### src/csbc_pkg.sv
`timescale 1ns / 1ps

package csbc_pkg;

  localparam logic [31:0] SEC_MIN  = 32'd60;
  localparam logic [31:0] SEC_HOUR = 32'd3600;
  localparam logic [31:0] SEC_DAY  = 32'd86400;
  localparam logic [31:0] SEC_YEAR = 32'd31536000;

  localparam logic REG_EPOCH = 1'b0;
  localparam logic REG_BASE  = 1'b1;

  localparam logic CMD_TO_SECONDS = 1'b0;
  localparam logic CMD_TO_FIELDS  = 1'b1;

  typedef enum logic [2:0] {
    OP_NONE,
    OP_LOAD,
    OP_DEC,
    OP_MOD,
    OP_YEAR,
    OP_MONTH,
    OP_DIV,
    OP_FINISH
  } op_e;

  typedef enum logic [1:0] {
    UNIT_DAY,
    UNIT_HOUR,
    UNIT_MIN
  } unit_e;

  typedef struct packed {
    op_e        op;
    logic [2:0] step;
    unit_e      unit;
    logic       to_fields;
  } cmd_t;

  typedef struct packed {
    logic year_done;
    logic month_done;
  } stat_t;

  function automatic logic [7:0] bcd_dec(input logic [7:0] b);
    logic [7:0] hi;
    logic [7:0] lo;
    hi = {4'd0, b[7:4]};
    lo = {4'd0, b[3:0]};
    return 8'(hi * 8'd10) + lo;
  endfunction

  function automatic logic [7:0] bcd_enc(input logic [6:0] v);
    logic [14:0] prod;
    logic [3:0]  tens;
    logic [6:0]  ones;
    prod = 15'(v) * 15'd205;
    tens = prod[14:11];
    ones = v - (7'(tens) * 7'd10);
    return {tens, ones[3:0]};
  endfunction

  function automatic logic [8:0] cum_days(input logic [7:0] mo);
    logic [8:0] r;
    case (mo)
      8'd0, 8'd1: r = 9'd0;
      8'd2:       r = 9'd31;
      8'd3:       r = 9'd60;
      8'd4:       r = 9'd91;
      8'd5:       r = 9'd121;
      8'd6:       r = 9'd152;
      8'd7:       r = 9'd182;
      8'd8:       r = 9'd213;
      8'd9:       r = 9'd244;
      8'd10:      r = 9'd274;
      8'd11:      r = 9'd305;
      8'd12:      r = 9'd335;
      default:    r = 9'd366;
    endcase
    return r;
  endfunction

  function automatic logic [31:0] month_sec(input logic [3:0] mon);
    logic [31:0] r;
    case (mon)
      4'd1:                         r = 32'd2505600;
      4'd3, 4'd5, 4'd8, 4'd10:      r = 32'd2592000;
      default:                      r = 32'd2678400;
    endcase
    return r;
  endfunction

endpackage

### src/csbc_ctrl.sv
`timescale 1ns / 1ps

module csbc_ctrl
  import csbc_pkg::*;
(
  input  logic  clk_i,
  input  logic  rst_ni,
  input  logic  in_valid_i,
  input  logic  in_cmd_i,
  output logic  in_ready_o,
  output logic  out_valid_o,
  input  logic  out_ready_i,
  input  stat_t stat_i,
  output cmd_t  cmd_o
);

  typedef enum logic [2:0] {
    S_IDLE,
    S_DEC,
    S_MOD,
    S_YEAR,
    S_MONTH,
    S_DIV,
    S_FINISH
  } state_e;

  state_e     state_q;
  logic [2:0] step_q;
  unit_e      unit_q;
  logic       cmd_q;
  logic       out_valid_q;
  logic       load_out;

  assign in_ready_o  = (state_q == S_IDLE);
  assign out_valid_o = out_valid_q;
  assign load_out    = (state_q == S_FINISH) && (!out_valid_q || out_ready_i);

  always_comb begin
    cmd_o.step      = step_q;
    cmd_o.unit      = unit_q;
    cmd_o.to_fields = cmd_q;
    case (state_q)
      S_IDLE:   cmd_o.op = in_valid_i ? OP_LOAD : OP_NONE;
      S_DEC:    cmd_o.op = OP_DEC;
      S_MOD:    cmd_o.op = OP_MOD;
      S_YEAR:   cmd_o.op = OP_YEAR;
      S_MONTH:  cmd_o.op = OP_MONTH;
      S_DIV:    cmd_o.op = OP_DIV;
      S_FINISH: cmd_o.op = load_out ? OP_FINISH : OP_NONE;
      default:  cmd_o.op = OP_NONE;
    endcase
  end

  always_ff @(posedge clk_i or negedge rst_ni) begin
    if (!rst_ni) begin
      state_q     <= S_IDLE;
      step_q      <= '0;
      unit_q      <= UNIT_DAY;
      cmd_q       <= CMD_TO_SECONDS;
      out_valid_q <= 1'b0;
    end else begin
      if (load_out) begin
        out_valid_q <= 1'b1;
      end else if (out_ready_i) begin
        out_valid_q <= 1'b0;
      end
      case (state_q)
        S_IDLE: begin
          if (in_valid_i) begin
            cmd_q <= in_cmd_i;
            if (in_cmd_i == CMD_TO_FIELDS) begin
              step_q  <= 3'd5;
              state_q <= S_MOD;
            end else begin
              step_q  <= 3'd0;
              state_q <= S_DEC;
            end
          end
        end
        S_DEC: begin
          if (step_q == 3'd3) begin
            state_q <= S_FINISH;
          end else begin
            step_q <= step_q + 3'd1;
          end
        end
        S_MOD: begin
          if (step_q == 3'd0) begin
            state_q <= S_YEAR;
          end else begin
            step_q <= step_q - 3'd1;
          end
        end
        S_YEAR: begin
          if (stat_i.year_done) begin
            state_q <= S_MONTH;
          end
        end
        S_MONTH: begin
          if (stat_i.month_done) begin
            unit_q  <= UNIT_DAY;
            step_q  <= 3'd4;
            state_q <= S_DIV;
          end
        end
        S_DIV: begin
          if (step_q == 3'd0) begin
            case (unit_q)
              UNIT_DAY: begin
                unit_q <= UNIT_HOUR;
                step_q <= 3'd4;
              end
              UNIT_HOUR: begin
                unit_q <= UNIT_MIN;
                step_q <= 3'd5;
              end
              default: begin
                state_q <= S_FINISH;
              end
            endcase
          end else begin
            step_q <= step_q - 3'd1;
          end
        end
        S_FINISH: begin
          if (load_out) begin
            state_q <= S_IDLE;
          end
        end
        default: begin
          state_q <= S_IDLE;
        end
      endcase
    end
  end

endmodule

### src/csbc_datapath.sv
`timescale 1ns / 1ps

module csbc_datapath
  import csbc_pkg::*;
(
  input  logic        clk_i,
  input  logic        rst_ni,
  input  logic        cfg_we_i,
  input  logic        cfg_addr_i,
  input  logic [30:0] cfg_wdata_i,
  input  logic [71:0] in_data_i,
  input  cmd_t        cmd_i,
  output stat_t       stat_o,
  output logic [79:0] out_data_o,
  output logic        out_err_o
);

  logic [30:0] epoch_q;
  logic [13:0] base_q;

  logic [31:0] acc_q;
  logic [13:0] y_q;
  logic [3:0]  mon_q;
  logic [4:0]  day_q;
  logic [4:0]  hour_q;
  logic [5:0]  min_q;
  logic [6:0]  sec_raw_q;
  logic [6:0]  min_raw_q;
  logic [5:0]  hour_raw_q;
  logic [5:0]  day_raw_q;
  logic [4:0]  mon_raw_q;
  logic [79:0] out_data_q;
  logic        out_err_q;

  logic [7:0]  s_dec;
  logic [7:0]  m_dec;
  logic [7:0]  h_dec;
  logic [7:0]  d_dec;
  logic [7:0]  mo_dec;
  logic [9:0]  days;
  logic [31:0] days_ext;
  logic [31:0] day_term;
  logic        leap;
  logic [31:0] year_len;
  logic [31:0] mon_len;
  logic [13:0] mod_sub;
  logic [31:0] divisor;
  logic [31:0] div_cmp;
  logic        div_hit;
  logic [13:0] y_mod;
  logic [6:0]  yr2;
  logic [4:0]  day_one;
  logic [3:0]  mon_one;

  assign s_dec    = bcd_dec({1'b0, sec_raw_q});
  assign m_dec    = bcd_dec({1'b0, min_raw_q});
  assign h_dec    = bcd_dec({2'b0, hour_raw_q});
  assign d_dec    = bcd_dec({2'b0, day_raw_q});
  assign mo_dec   = bcd_dec({3'b0, mon_raw_q});
  assign days     = 10'(d_dec) + 10'(cum_days(mo_dec)) - 10'd1;
  assign days_ext = {{22{days[9]}}, days};
  assign day_term = days_ext * SEC_DAY;

  assign leap = (y_q[1:0] == 2'd0) && (y_q != 14'd100) && (y_q != 14'd200) &&
                (y_q != 14'd300);
  assign year_len = leap ? (SEC_YEAR + SEC_DAY) : SEC_YEAR;
  assign mon_len  = month_sec(mon_q);
  assign mod_sub  = 14'(14'd400 << cmd_i.step);

  always_comb begin
    case (cmd_i.unit)
      UNIT_DAY:  divisor = SEC_DAY;
      UNIT_HOUR: divisor = SEC_HOUR;
      default:   divisor = SEC_MIN;
    endcase
  end
  assign div_cmp = divisor << cmd_i.step;
  assign div_hit = (acc_q >= div_cmp);

  assign stat_o.year_done  = (acc_q < year_len);
  assign stat_o.month_done = (mon_q == 4'd11) || (acc_q < mon_len);

  always_comb begin
    if (y_q >= 14'd300) begin
      y_mod = y_q - 14'd300;
    end else if (y_q >= 14'd200) begin
      y_mod = y_q - 14'd200;
    end else if (y_q >= 14'd100) begin
      y_mod = y_q - 14'd100;
    end else begin
      y_mod = y_q;
    end
  end
  assign yr2     = y_mod[6:0];
  assign day_one = day_q + 5'd1;
  assign mon_one = mon_q + 4'd1;

  always_ff @(posedge clk_i or negedge rst_ni) begin
    if (!rst_ni) begin
      epoch_q <= '0;
      base_q  <= 14'd1970;
    end else if (cfg_we_i) begin
      case (cfg_addr_i)
        REG_EPOCH: epoch_q <= cfg_wdata_i;
        REG_BASE:  base_q  <= cfg_wdata_i[13:0];
        default:   epoch_q <= epoch_q;
      endcase
    end
  end

  always_ff @(posedge clk_i) begin
    case (cmd_i.op)
      OP_LOAD: begin
        acc_q      <= {1'b0, in_data_i[30:0]};
        sec_raw_q  <= in_data_i[37:31];
        min_raw_q  <= in_data_i[45:39];
        hour_raw_q <= in_data_i[52:47];
        day_raw_q  <= in_data_i[60:55];
        mon_raw_q  <= in_data_i[67:63];
        y_q        <= base_q;
        mon_q      <= '0;
        day_q      <= '0;
        hour_q     <= '0;
        min_q      <= '0;
      end
      OP_DEC: begin
        case (cmd_i.step)
          3'd0:    acc_q <= 32'(s_dec) + 32'(m_dec) * SEC_MIN;
          3'd1:    acc_q <= acc_q + 32'(h_dec) * SEC_HOUR;
          3'd2:    acc_q <= acc_q + day_term;
          default: acc_q <= acc_q + {1'b0, epoch_q};
        endcase
      end
      OP_MOD: begin
        if (y_q >= mod_sub) begin
          y_q <= y_q - mod_sub;
        end
      end
      OP_YEAR: begin
        if (!stat_o.year_done) begin
          acc_q <= acc_q - year_len;
          y_q   <= (y_q == 14'd399) ? 14'd0 : y_q + 14'd1;
        end
      end
      OP_MONTH: begin
        if (!stat_o.month_done) begin
          acc_q <= acc_q - mon_len;
          mon_q <= mon_q + 4'd1;
        end
      end
      OP_DIV: begin
        if (div_hit) begin
          acc_q <= acc_q - div_cmp;
          case (cmd_i.unit)
            UNIT_DAY:  day_q  <= day_q | 5'(5'd1 << cmd_i.step);
            UNIT_HOUR: hour_q <= hour_q | 5'(5'd1 << cmd_i.step);
            default:   min_q  <= min_q | 6'(6'd1 << cmd_i.step);
          endcase
        end
      end
      OP_FINISH: begin
        if (cmd_i.to_fields == CMD_TO_FIELDS) begin
          out_data_q <= {bcd_enc(yr2), bcd_enc({3'b0, mon_one}),
                         bcd_enc({2'b0, day_one}), bcd_enc({2'b0, hour_q}),
                         bcd_enc({1'b0, min_q}), bcd_enc(acc_q[6:0]), 32'd0};
          out_err_q  <= 1'b0;
        end else begin
          out_data_q <= {48'd0, acc_q};
          out_err_q  <= (d_dec == 8'd0) || (mo_dec == 8'd0) || (mo_dec > 8'd12);
        end
      end
      default: begin
        acc_q <= acc_q;
      end
    endcase
  end

  assign out_data_o = out_data_q;
  assign out_err_o  = out_err_q;

endmodule

### src/calendar_seconds_bcd_converter_unit.sv
// Seconds to and from BCD calendar fields, one word in flight at a time.
// Fields to seconds: decode steps add seconds and minutes, hours, days, then epoch_offset.
// Seconds to fields: run time depends on the years and months; it is set by the
// one-year-per-cycle subtract loop and a shared restoring divider stage.
// A new word is taken while the previous result still waits at the output.
// Reset (async, active low) clears control, epoch_offset to 0, base_year to 1970.
`timescale 1ns / 1ps

module calendar_seconds_bcd_converter_unit
  import csbc_pkg::*;
(
  input  logic        clk_i,
  input  logic        rst_ni,
  input  logic        cfg_we_i,
  input  logic        cfg_addr_i,
  input  logic [30:0] cfg_wdata_i,
  input  logic        s_axis_tvalid_i,
  output logic        s_axis_tready_o,
  // seconds_in[30:0], sec_bcd_in, min_bcd_in, hour_bcd_in, day_bcd_in, month_bcd_in, pad
  input  logic [71:0] s_axis_tdata_i,
  // command
  input  logic        s_axis_tuser_i,
  output logic        m_axis_tvalid_o,
  input  logic        m_axis_tready_i,
  // seconds_out[31:0], sec, min, hour, day, month, year BCD bytes
  output logic [79:0] m_axis_tdata_o,
  // range_error
  output logic        m_axis_tuser_o
);

  cmd_t  cmd;
  stat_t stat;

  csbc_ctrl u_ctrl (
    .clk_i       (clk_i),
    .rst_ni      (rst_ni),
    .in_valid_i  (s_axis_tvalid_i),
    .in_cmd_i    (s_axis_tuser_i),
    .in_ready_o  (s_axis_tready_o),
    .out_valid_o (m_axis_tvalid_o),
    .out_ready_i (m_axis_tready_i),
    .stat_i      (stat),
    .cmd_o       (cmd)
  );

  csbc_datapath u_datapath (
    .clk_i       (clk_i),
    .rst_ni      (rst_ni),
    .cfg_we_i    (cfg_we_i),
    .cfg_addr_i  (cfg_addr_i),
    .cfg_wdata_i (cfg_wdata_i),
    .in_data_i   (s_axis_tdata_i),
    .cmd_i       (cmd),
    .stat_o      (stat),
    .out_data_o  (m_axis_tdata_o),
    .out_err_o   (m_axis_tuser_o)
  );

endmodule
### config.mk
export PLATFORM = sky130hd
export DESIGN_NAME = calendar_seconds_bcd_converter_unit
export DESIGN_NICKNAME = d
export VERILOG_FILES = /design/src/csbc_pkg.sv /design/src/csbc_ctrl.sv /design/src/csbc_datapath.sv /design/src/calendar_seconds_bcd_converter_unit.sv
export SDC_FILE = /design/constraint.sdc
export NUM_CORES = 1
export LEC_CHECK = 0
export ABC_AREA = 0
export BUFFER_PORTS_ARGS = -buffer_cell sky130_fd_sc_hd__buf_2
export CAP_MARGIN = 15
export CORE_ASPECT_RATIO = 1.75
export CORE_MARGIN = 10
export CORE_UTILIZATION = 55
export DETAILED_ROUTE_END_ITERATION = 8
export PLACE_DENSITY = 0.74
export SYNTH_ARGS = -nofsm -noshare
export SYNTH_HDL_FRONTEND = slang
export SYNTH_SLANG_ARGS = --single-unit
### constraint.sdc
create_clock -name clk_i -period 12.85 [get_ports clk_i]
set_clock_uncertainty 0.15 [all_clocks]
set_input_delay 1.9275 -clock clk_i [delete_from_list [all_inputs] [get_ports clk_i]]
set_output_delay 1.9275 -clock clk_i [all_outputs]
set_load 0.02 [all_outputs]
==> flow_metrics.py <==
metrics = {
    "outcome": {
        "outcome": "finished, final reports clean",
    },
    "die": {
        "io_pins": 193,
        "core_um2": 47030,
        "initial_core_util_pct": 55.77,
        "placementRows": 105,
        "fp.dieW_um": 185.1,
        "dieArea_um2": 57170,
        "fp.dieH_um": 308.9,
    },
    "worst_setup_path": {
        "slowest_delay_ps": 590,
        "crit_fanout": 29,
        "cp_data_arrival_time_ps": 10560,
        "cp-end-kind": "flop",
        "rr_worst_depth": 40,
        "timing.rr.end": "u_datapath.acc_q[28]",
        "crit_required_ps": 13010,
        "start_kind": "flop",
        "path_class": "reg -> reg",
        "cpMostUsedCell": "ha_1",
        "r2r_start": "u_datapath.mon_raw_q[4]",
        "reg2reg_slack_ps": 2450,
        "critical-path-slowest-cell": "a2111oi_0",
        "crit_path_start": "u_datapath.mon_raw_q[4]",
    },
    "routing": {
        "vias": 22310,
        "ant_nets": 0,
        "first_pass_iters": 6,
        "wl_um": 78200,
        "drt_first_iter_violations": 1187,
        "drt-vias-per-instance": 6.139,
        "post_drt_wl_per_cell_um": 21.52,
        "drcViolationCount": 0,
    },
    "synthesis": {
        "syn_avg_cell_area_um2": 9.089,
        "synth_compound_area_share_pct": 19.15,
        "ys_async_sr_fraction_pct": 24.44,
        "synth_top_family_by_area": "adder cells",
        "ys_warn_count": 0,
        "ys_seq_elements": 225,
        "yosysUniqueCellTypes": 83,
        "synth_cells": 2886,
        "synth-edff-count": 170,
        "synth-main-ff-cell": "edfxtp_1",
        "synth_fa_ha_area_share_pct": 27.47,
        "ys_seq_area_share_pct": 24.74,
        "netlist_area_um2": 26230,
        "muxShareOfSynthArea_pct": 2.399,
        "yosys.area_share.simple_pct": 13.01,
        "synth-xor-area-share_pct": 7.713,
    },
    "finish": {
        "layout-drive-gt1-share_pct": 11.43,
        "area_growth_pct": 8.920,
        "seqCellArea_um2": 6491,
        "final.fill_count": 4107,
        "fin_nets": 3663,
        "multiInputGateArea_um2": 18350,
    },
    "sta": {
        "finalMaxSlewViolations": 0,
        "relSlewSlack_pct": 28.93,
        "setup-tns-final_ps": 0,
        "clock.fmax_ghz": 0.09619,
        "period_minus_slack_ps": 10400,
        "worstMarginPinSlew_ps": 1066,
        "setup_viol": 0,
        "rsz0062_at_grt": "no",
        "hold_viol": 0,
        "period_share_pct": 80.90,
    },
    "cts": {
        "numCtsBuffers": 24,
        "cts_tree": "done",
        "ctsHoldBuffers": 0,
        "clock_latency_ps": 560,
        "clockBufferDepth": 3,
        "cts_max_level": 1,
        "clk_pin_slew_worst_paths_ps": 70,
        "cts_resized": 0,
        "clock-sinks": 225,
        "cts-root-buf": "clkbuf_16",
        "post-cts-setup-buffer-count": 0,
    },
    "min_path": {
        "hold_end": "u_datapath.epoch_q[30]",
        "hp-start": "u_datapath.epoch_q[30]",
        "holdCritPathClass": "reg -> reg",
        "whs_path_depth": 1,
    },
    "global_routing": {
        "grt_pass1_wl_um": 122700,
        "grtUsageTotal_pct": 27.09,
        "antenna_found_initial": 2,
        "grt_overflow": 0,
        "grt_start_max_net_pins": 62,
        "grt_pass1_vias": 23380,
    },
    "placement": {
        "dp_hpwl_um": 63390,
        "place_congestion": 0.9767,
        "port_buffers": 174,
    },
    "run": {
        "cap_violations": 0,
    },
}
## cells by family after synthesis
family                   Yosys count
AO/OA/AOI/OAI                    769
AND/OR/NAND/NOR                  702
adder cells (fa/ha/maj)          526
buffers and inverters            375
XOR/XNOR                         231
flip-flops                       225
multiplexers                      57
other                              1
## flip-flops by register name, summed over array words and instances (netlist names), 3 cells and up
name                   count
u_datapath.base_q         14
u_datapath.hour_raw_q      6
u_ctrl.step_q              3
u_datapath.mon_raw_q       5
u_ctrl.state_q             3
u_datapath.day_q           5
u_datapath.y_q            14
u_datapath.sec_raw_q       7
u_datapath.out_data_o     72
u_datapath.day_raw_q       6
u_datapath.epoch_q        31
u_datapath.mon_q           4
u_datapath.acc_q          32
u_datapath.min_raw_q       7
u_datapath.hour_q          5
u_datapath.min_q           6
## final cells by class
class / count / area share (%)
flip-flops and latches: 225 / 22.72
clock inverters: 18 / 0.7357
multi-input cells: 2293 / 64.24
repair buffers: 205 / 3.863
inverters: 278 / 3.652
clock buffers: 26 / 2.203
well taps: 588 / 2.575
diodes: 1 / 0.008759
## worst max-delay path by stage
| stage | endpoint | slack, ps | depth (start not counted) |
|---|---|---|---|
| floorplan | u_datapath.acc_q[28] | 2650 | 42 |
| global placement | u_datapath.acc_q[28] | 2610 | 40 |
| detailed placement | u_datapath.acc_q[28] | 2530 | 40 |
| CTS | u_datapath.acc_q[28] | 2460 | 40 |
| global route | u_datapath.acc_q[28] | 1720 | 40 |
| finish | u_datapath.acc_q[28] | 2450 | 40 |
## cells in the final DEF (no fill, tap or decap), types with 77 or more instances in the layout
master	n
inv_1	276
edfxtp_1	170
ha_1	443
o21ai_0	167
buf_2	174
nor2_1	216
xnor2_1	133
a21o_1	77
a21oi_1	203
xor2_1	97
fa_1	83
nand2_1	155
## worst max-delay path: cells and delay by family (launching register included)
family	cells	cell delay, ps
AOI/OAI and AO/OA	15	3250
and+or+nand+nor	7	1160
DFF	1	400
buffers and inverters	5	920
adders and majority gates	10	3440
xor gates and xnor gates	3	800
## metal layers
metal,track usage [%],share of wire (%),wire [µm]
met5,0,0.024,19
met1,27.97,36,27970
met4,18.70,7.8,6100
met3,2.829,4.9,3865
met2,49.94,51,40250
## Yosys cell counts (14+ instances only)
library cell    n  area share (%)
a211oi_1       35             1.0
xor2_1         97             3.2
a21oi_1       203             3.9
inv_1         276             3.9
a21o_1         77             2.2
and2_1         28            0.67
nand4_1        14            0.33
nand3_1        43            0.82
and3_1         17            0.41
nand2_1       155             2.2
a31oi_1        39            0.93
or2_2          21            0.50
dfrtp_1        48             4.6
o21bai_1       20            0.57
edfxtp_1      170              19
clkbuf_1       81             1.2
o22ai_1        20            0.48
a22oi_1        19            0.54
nor3_1         52            0.99
ha_1          443              21
nor2_1        217             3.1
or3_1          17            0.41
mux2_2         47             2.0
o21ai_0       168             3.2
xnor2_1       134             4.5
fa_1           83             6.3
nand2b_1       33            0.79
nor2b_1        59             1.4
o21a_1         28            0.80
## per-stage QoR
step                      setup WS, ps  area (µm²)  cells  hold WS (ps)  utilization, %
final                             2454       28570   3634         364.9           60.74
after global routing              1723       28570   3634         388.1           60.74
after CTS                         2456       28570   3633         367.5           60.74
after detailed placement          2531       27730   3589         353.1           58.95
after global placement            2612       27730   3589         338.4           58.95
after floorplan                   2647       26260   2893         329.3               -
Power is left out: the tool's default activity adds up to more than one toggle a clock period on the data nets, which glitch-free logic cannot reach.
